[src/rtl/dac_pkg.sv]
// Shared types and constants for the driver alert classifier.
// Holds the input and result payload structs, register indexes and result codes.
// No dependencies.
`timescale 1ns / 1ps

package dac_pkg;

	// Input sample and result payloads; first member sits at the MSB.
	typedef struct packed {
		logic        [11:0] drowsy_raw;
		logic        [11:0] attention_raw;
		logic signed [15:0] tilt_x;
		logic signed [15:0] tilt_y;
		logic               tilt_valid;
		logic        [31:0] now_ms;
	} dac_in_t;

	typedef struct packed {
		logic [2:0]  severity;
		logic [1:0]  event_kind;
		logic [11:0] confidence;
		logic        head_down;
		logic [1:0]  led_colour;
		logic        buzzer_on;
		logic        report;
	} dac_out_t;

	localparam int unsigned CFG_IDX_W  = 3;
	localparam int unsigned CFG_DATA_W = 16;

	// Configuration register indexes.
	localparam logic [CFG_IDX_W-1:0] REG_DROWSY_HIGH   = 3'd0;
	localparam logic [CFG_IDX_W-1:0] REG_DROWSY_LOW    = 3'd1;
	localparam logic [CFG_IDX_W-1:0] REG_ATTENTION_LOW = 3'd2;
	localparam logic [CFG_IDX_W-1:0] REG_ATTENTION_MID = 3'd3;
	localparam logic [CFG_IDX_W-1:0] REG_TILT_LIMIT    = 3'd4;
	localparam logic [CFG_IDX_W-1:0] REG_BEEP_MS       = 3'd5;
	localparam logic [CFG_IDX_W-1:0] REG_COOLDOWN_MS   = 3'd6;
	localparam logic [CFG_IDX_W-1:0] REG_SEND_INTERVAL = 3'd7;

	// Register reset values.
	localparam logic [11:0] RST_DROWSY_HIGH   = 12'd2866;
	localparam logic [11:0] RST_DROWSY_LOW    = 12'd1638;
	localparam logic [12:0] RST_ATTENTION_LOW = 13'd1229;
	localparam logic [12:0] RST_ATTENTION_MID = 13'd2457;
	localparam logic [15:0] RST_TILT_LIMIT    = 16'd6553;
	localparam logic [15:0] RST_BEEP_MS       = 16'd500;
	localparam logic [15:0] RST_COOLDOWN_MS   = 16'd2000;
	localparam logic [15:0] RST_SEND_INTERVAL = 16'd5000;

	// Event kinds and LED colours.
	localparam logic [1:0] KIND_NORMAL    = 2'd0;
	localparam logic [1:0] KIND_DROWSY    = 2'd1;
	localparam logic [1:0] KIND_ATTENTION = 2'd2;

	localparam logic [1:0] LED_GREEN  = 2'd0;
	localparam logic [1:0] LED_YELLOW = 2'd1;
	localparam logic [1:0] LED_RED    = 2'd2;

	localparam logic [2:0] SEV_MIN = 3'd1;
	localparam logic [2:0] SEV_MAX = 3'd5;

	localparam logic [11:0] FULL_SCALE = 12'd4095;

	// x / 5 as (x * 52429) >> 18, exact for x below 2^18.
	localparam logic [15:0] CONF_RECIP = 16'd52429;
	localparam int unsigned CONF_SHIFT = 18;

endpackage

[src/rtl/driver_alert_classifier.sv]
// Driver alert classifier: one sample in, one scored result out.
// Each transferred sample passes through stage one and then the result register to the output.
// Throughput: one sample per cycle; input stalls only while stage one holds a
// sample and the result register is full and stalled.
// Reset clears beep and report history and loads the register defaults.
// Depends on dac_pkg.
`timescale 1ns / 1ps

module driver_alert_classifier (
	input  logic                              clk,
	input  logic                              arst_n,
	input  logic                              cfg_we,
	input  logic [dac_pkg::CFG_IDX_W-1:0]     cfg_index,
	input  logic [dac_pkg::CFG_DATA_W-1:0]    cfg_data,
	input  logic                              in_valid,
	output logic                              in_stall,
	input  dac_pkg::dac_in_t                  in_data,
	output logic                              out_valid,
	input  logic                              out_stall,
	output dac_pkg::dac_out_t                 out_data
);
	import dac_pkg::*;

	// Configuration registers
	logic [11:0] drowsy_high_q, drowsy_low_q;
	logic [12:0] attention_low_q, attention_mid_q;
	logic [15:0] tilt_limit_q, beep_ms_q, cooldown_ms_q, send_interval_q;

	// History
	logic [31:0] beep_start_q, beep_end_q, last_report_q;
	logic [2:0]  reported_sev_q;
	logic [1:0]  reported_kind_q;
	logic        ever_reported_q;

	// Pipeline
	logic        valid_s1;
	dac_in_t     data_s1;
	logic        out_valid_q;
	dac_out_t    out_q;
	logic        advance;
	logic        load_s1;

	// Per-sample logic
	logic [16:0] mag_x, mag_y;
	logic        head;
	logic [2:0]  score;
	logic [2:0]  sev;
	logic [1:0]  kind;
	logic [1:0]  led;
	logic [12:0] conf_base;
	logic [14:0] conf_num;
	logic [30:0] conf_prod;
	logic        beep_start;
	logic [31:0] beep_end_next;
	logic        buzz;
	logic        rep;
	dac_out_t    result;

	assign advance   = !out_valid_q || !out_stall;
	// Stage one takes a new sample when it is empty or its sample moves on
	assign load_s1   = advance || !valid_s1;
	assign in_stall  = valid_s1 && !advance;
	assign out_valid = out_valid_q;
	assign out_data  = out_q;

	always_comb begin
		mag_x = data_s1.tilt_x[15] ? (17'h10000 - {1'b0, data_s1.tilt_x})
			: {1'b0, data_s1.tilt_x};
		mag_y = data_s1.tilt_y[15] ? (17'h10000 - {1'b0, data_s1.tilt_y})
			: {1'b0, data_s1.tilt_y};
		head = data_s1.tilt_valid &&
			((mag_x > {1'b0, tilt_limit_q}) || (mag_y > {1'b0, tilt_limit_q}));

		score = 3'd0;
		if (data_s1.drowsy_raw > drowsy_high_q) begin
			score = score + 3'd2;
		end else if (data_s1.drowsy_raw > drowsy_low_q) begin
			score = score + 3'd1;
		end
		if ({1'b0, data_s1.attention_raw} < attention_low_q) begin
			score = score + 3'd2;
		end else if ({1'b0, data_s1.attention_raw} < attention_mid_q) begin
			score = score + 3'd1;
		end
		if (head) begin
			score = score + 3'd2;
		end

		if (score <= SEV_MIN) begin
			sev = SEV_MIN;
		end else if (score >= SEV_MAX) begin
			sev = SEV_MAX;
		end else begin
			sev = score;
		end

		// (d + 4095 - a) never goes negative, so 13 bits hold it
		conf_base = {1'b0, data_s1.drowsy_raw} + {1'b0, FULL_SCALE}
			- {1'b0, data_s1.attention_raw};
		conf_num  = {1'b0, conf_base, 1'b0} + (head ? {3'b0, FULL_SCALE} : 15'd0);
		conf_prod = 31'(conf_num) * 31'(CONF_RECIP);

		if (sev <= 3'd2) begin
			led = LED_GREEN;
		end else if (sev <= 3'd4) begin
			led = LED_YELLOW;
		end else begin
			led = LED_RED;
		end

		if (sev <= 3'd2) begin
			kind = KIND_NORMAL;
		end else if (({1'b0, data_s1.drowsy_raw} + {1'b0, data_s1.attention_raw})
				>= {1'b0, FULL_SCALE}) begin
			kind = KIND_DROWSY;
		end else begin
			kind = KIND_ATTENTION;
		end

		beep_start = (sev == SEV_MAX) && (data_s1.now_ms > beep_end_q) &&
			((data_s1.now_ms - beep_start_q) >= {16'd0, cooldown_ms_q});
		beep_end_next = beep_start ? (data_s1.now_ms + {16'd0, beep_ms_q}) : beep_end_q;
		buzz = (sev == SEV_MAX) && (data_s1.now_ms <= beep_end_next);

		rep = (!ever_reported_q || (kind != reported_kind_q) || (sev != reported_sev_q)) &&
			((data_s1.now_ms - last_report_q) >= {16'd0, send_interval_q});

		result.severity   = sev;
		result.event_kind = kind;
		result.confidence = conf_prod[CONF_SHIFT +: 12];
		result.head_down  = head;
		result.led_colour = led;
		result.buzzer_on  = buzz;
		result.report     = rep;
	end

	// Control, configuration and history
	always_ff @(posedge clk or negedge arst_n) begin
		if (!arst_n) begin
			valid_s1        <= 1'b0;
			out_valid_q     <= 1'b0;
			drowsy_high_q   <= RST_DROWSY_HIGH;
			drowsy_low_q    <= RST_DROWSY_LOW;
			attention_low_q <= RST_ATTENTION_LOW;
			attention_mid_q <= RST_ATTENTION_MID;
			tilt_limit_q    <= RST_TILT_LIMIT;
			beep_ms_q       <= RST_BEEP_MS;
			cooldown_ms_q   <= RST_COOLDOWN_MS;
			send_interval_q <= RST_SEND_INTERVAL;
			beep_start_q    <= 32'd0;
			beep_end_q      <= 32'd0;
			last_report_q   <= 32'd0;
			reported_sev_q  <= 3'd0;
			reported_kind_q <= 2'd0;
			ever_reported_q <= 1'b0;
		end else begin
			if (cfg_we) begin
				case (cfg_index)
					REG_DROWSY_HIGH:   drowsy_high_q   <= cfg_data[11:0];
					REG_DROWSY_LOW:    drowsy_low_q    <= cfg_data[11:0];
					REG_ATTENTION_LOW: attention_low_q <= cfg_data[12:0];
					REG_ATTENTION_MID: attention_mid_q <= cfg_data[12:0];
					REG_TILT_LIMIT:    tilt_limit_q    <= cfg_data;
					REG_BEEP_MS:       beep_ms_q       <= cfg_data;
					REG_COOLDOWN_MS:   cooldown_ms_q   <= cfg_data;
					REG_SEND_INTERVAL: send_interval_q <= cfg_data;
					default: ;
				endcase
			end

			if (load_s1) begin
				valid_s1 <= in_valid;
			end
			if (advance) begin
				out_valid_q <= valid_s1;
			end

			// Commit history only when the sample leaves stage one
			if (advance && valid_s1) begin
				if (beep_start) begin
					beep_start_q <= data_s1.now_ms;
					beep_end_q   <= beep_end_next;
				end
				if (rep) begin
					last_report_q   <= data_s1.now_ms;
					reported_sev_q  <= sev;
					reported_kind_q <= kind;
					ever_reported_q <= 1'b1;
				end
			end
		end
	end

	// Payload registers
	always_ff @(posedge clk) begin
		if (load_s1) begin
			data_s1 <= in_data;
		end
		if (advance && valid_s1) begin
			out_q <= result;
		end
	end

endmodule

[config.mk]
export PLATFORM = sky130hd
export DESIGN_NAME = driver_alert_classifier
export DESIGN_NICKNAME = d
export VERILOG_FILES = /design/src/rtl/dac_pkg.sv /design/src/rtl/driver_alert_classifier.sv
export SDC_FILE = /design/constraint.sdc
export NUM_CORES = 1
export LEC_CHECK = 0
export ABC_CLOCK_PERIOD_IN_PS = 17500
export BUFFER_PORTS_ARGS = -buffer_cell sky130_fd_sc_hd__buf_2
export CAP_MARGIN = 15
export CORE_ASPECT_RATIO = 1.1
export CORE_MARGIN = 2
export CORE_UTILIZATION = 30
export CTS_CLUSTER_SIZE = 24
export DETAILED_ROUTE_END_ITERATION = 12
export GPL_TIMING_DRIVEN = 0
export SYNTH_ARGS = -nofsm -noshare
export SYNTH_HDL_FRONTEND = slang
export SYNTH_SLANG_ARGS = --single-unit
[constraint.sdc]
create_clock -name clk -period 17.5 [get_ports clk]
set_input_delay 1.75 -clock clk [delete_from_list [all_inputs] [get_ports clk]]
set_output_delay 1.75 -clock clk [all_outputs]
set_load 0.01 [all_outputs]
==> impl_metrics.toml <==
[status]
status = "finished clean"

[sta]
fin_skew_ns = 0.04935
timing.fmax_ghz = 0.07616
timing.final.crit_share_pct = 75.03
hold_viol_final = 0
drv_slew = 0
setup_viol = 0
tightest_slew_ns = 1.060
setup_tns_ns = 0
relSlewSlack_pct = 28.55
rsz0062_at_grt = "no"
min_period_ns = 13.13

[yosys]
yosys.cell_types.count = 80
synth_nets = 3220
synth_warnings = 0
synth_top_cell_area_share_pct = 18.71
netlist_top_cells_area = "ha_1 19%, dfrtp_1 16%, edfxtp_1 13%"
yosysTopAreaCell = "ha_1"
netlist_area_um2 = 26490
synth_edf_count = 111
ys_ff_latch = 329
ys.flop_type = "dfrtp_1"
syn_inst = 2648
synthArstFlopShare_pct = 66.26
synth.yosys.seq_area_share_pct = 33.41
syn_avg_cell_area_um2 = 10.00

[floorplanning]
start_util_pct = 30.19
die_area_um2 = 90680
io_pins = 137
die-width_um = 287.3
core_area_um2 = 87720
die_h_um = 315.6
row_count = 114

[critical_path]
crit_top_cell = "inv_1"
worstSetupPathType = "reg -> reg"
max_stage_delay_ns = 0.57
slowest_stage = "fa_1"
path_max_fanout = 17
arrival_ns = 13.46
cp_data_required_time_ns = 17.83
crit_path_end_kind = "flip-flop"
rrSetupSlack_ns = 4.37
cp-start-kind = "flip-flop"

[placed_design]
place_congestion = 0.8846
io_buffers = 132
dp_hpwl_um = 53830
placed_area_um2 = 28750

[job]
cap_violations = 0

[cts]
clkLatencyLatePin_ns = 0.62
cts_tree = "done"
numCtsBuffers = 43
root_buffer = "clkbuf_16"
cts_hold_buf = 0
ctsResizeCount = 0
h-tree-depth = 2
clk_path_buf_depth = 3
clkTransAtPathRegs_ns = 0.06
cts_setup_buffers = 0
cts_sinks = 329

[global_routing]
met1_usage_pct = 20.12
grt_start_max_net_pins = 111
track_usage_pct = 15.11
grt_pass1_wl_um = 107200
grt_use_met3_pct = 2.056
gr-total-overflow = 0
grt_use_met2_pct = 25.29
top_usage_layer = "met2"
antenna_found_initial = 6
first_global_vias = 19290

[drt]
wl_um = 68360
dr.pass1.iters = 5
ant_nets = 0
routed_via_density = 4.893
route.detailed.drc = 0
num_vias = 19700
drtIter0Drc = 1009
wl_per_cell_um = 16.98

[layout]
final_cell_mix = "396 x ha_1, 343 x inv_1, 170 x dfrtp_1, 169 x nand2_1, 139 x a21oi_1"
fin_nets = 3402
layout_commonest_cell = "ha_1"
drive_above_1_share_pct = 14.00
area_delta_synth_final_pct = 14.17
stdcell_area_um2 = 30240

[min_path]
hold_class = "reg -> reg"
[logic make-up after synthesis]
| kind of cell | after synthesis | synth area share [%] |
|---|---|---|
| buf+inv | 397 | 5.862 |
| mux | 210 | 8.744 |
| simple gates | 570 | 10.60 |
| compound gates | 539 | 13.16 |
| fa+ha+maj | 459 | 23.47 |
| flops | 329 | 33.41 |
| xor+xnor | 144 | 4.762 |
[per-layer routing]
metal	part of all wire (%)	routed length [um]
met1	47	31800
met2	47	32080
met3	3.6	2484
met4	2.8	1943
met5	0.083	57
[final timing paths]
path	from	end	cells after the start
setup reg to reg	data_s1[35]$_DFFE_PN_	out_data[16]$_DFFE_PP_	47
hold / removal	beep_start_q[27]$_DFFE_PN0P_	beep_start_q[27]$_DFFE_PN0P_	1
min in group asynchronous	arst_n	beep_start_q[19]$_DFFE_PN0P_	2
hold reg to reg	beep_start_q[27]$_DFFE_PN0P_	beep_start_q[27]$_DFFE_PN0P_	1
max in group asynchronous	arst_n	last_report_q[0]$_DFFE_PN0P_	3
setup / recovery	data_s1[35]$_DFFE_PN_	out_data[16]$_DFFE_PP_	47
[synthesized netlist by cell type, drive strengths merged (8+ instances only)]
cell / instances
clkbuf: 40
o211ai: 13
a21o: 59
edfxtp: 111
and3: 28
mux2: 171
o31ai: 13
nor4: 8
ha: 396
buf: 14
dfrtp: 170
nor2b: 27
a31oi: 20
nand3: 43
nand2b: 32
or2: 10
and2: 11
xnor2: 115
nand2: 169
nor3: 48
inv: 343
o21a: 24
o41ai: 9
mux2i: 39
xor2: 29
o21ai: 137
a211oi: 23
a2111oi: 8
dfstp: 48
nor2: 115
fa: 63
o21bai: 15
nand4: 44
o221ai: 8
o22ai: 8
or3: 8
a21oi: 139
a221oi: 9
[critical path: cells and delay by family, from the launching register on]
kind / cells / cell delay (ns)
AO/OA/AOI/OAI: 15 / 4.02
XOR/XNOR: 2 / 0.38
adder cells (fa/ha/maj): 10 / 4.21
buffers and inverters: 7 / 0.71
flip-flops: 1 / 0.48
AND/OR/NAND/NOR: 13 / 3.00
[state kept, by name (all words and copies together) (netlist names), 16 cells and up]
name / count
tilt_limit_q: 16
beep_end_q: 32
data_s1: 89
beep_start_q: 32
out_data: 22
last_report_q: 32
cooldown_ms_q: 16
send_interval_q: 16
beep_ms_q: 16
[stage by stage]
step	utilization, %	instances	worst slack [ns]	hold WS [ns]
floorplan	-	2648	6.278	0.4434
global placement	32.60	3940	4.348	0.4509
detailed placement	32.77	3945	4.204	0.4809
CTS	34.47	4025	4.166	0.4942
global route	34.47	4027	3.318	0.5005
finish	34.47	4027	4.370	0.4887
[cell type report]
| cell class | instances | area [um^2] |
|---|---|---|
| sequential | 329 | 8848 |
| fill | 8939 | 57480 |
| buffer | 54 | 265.3 |
| timing repair buffer | 137 | 785.8 |
| multi-input combinational | 1922 | 16110 |
| inverter | 343 | 1287 |
| clock buffer | 52 | 1171 |
| antenna | 2 | 5.005 |
| tap | 1160 | 1451 |
| clock inverter | 28 | 315.3 |
Power is left out: the tool's default activity adds up to more than one toggle a clock period on the data nets, which glitch-free logic cannot reach.
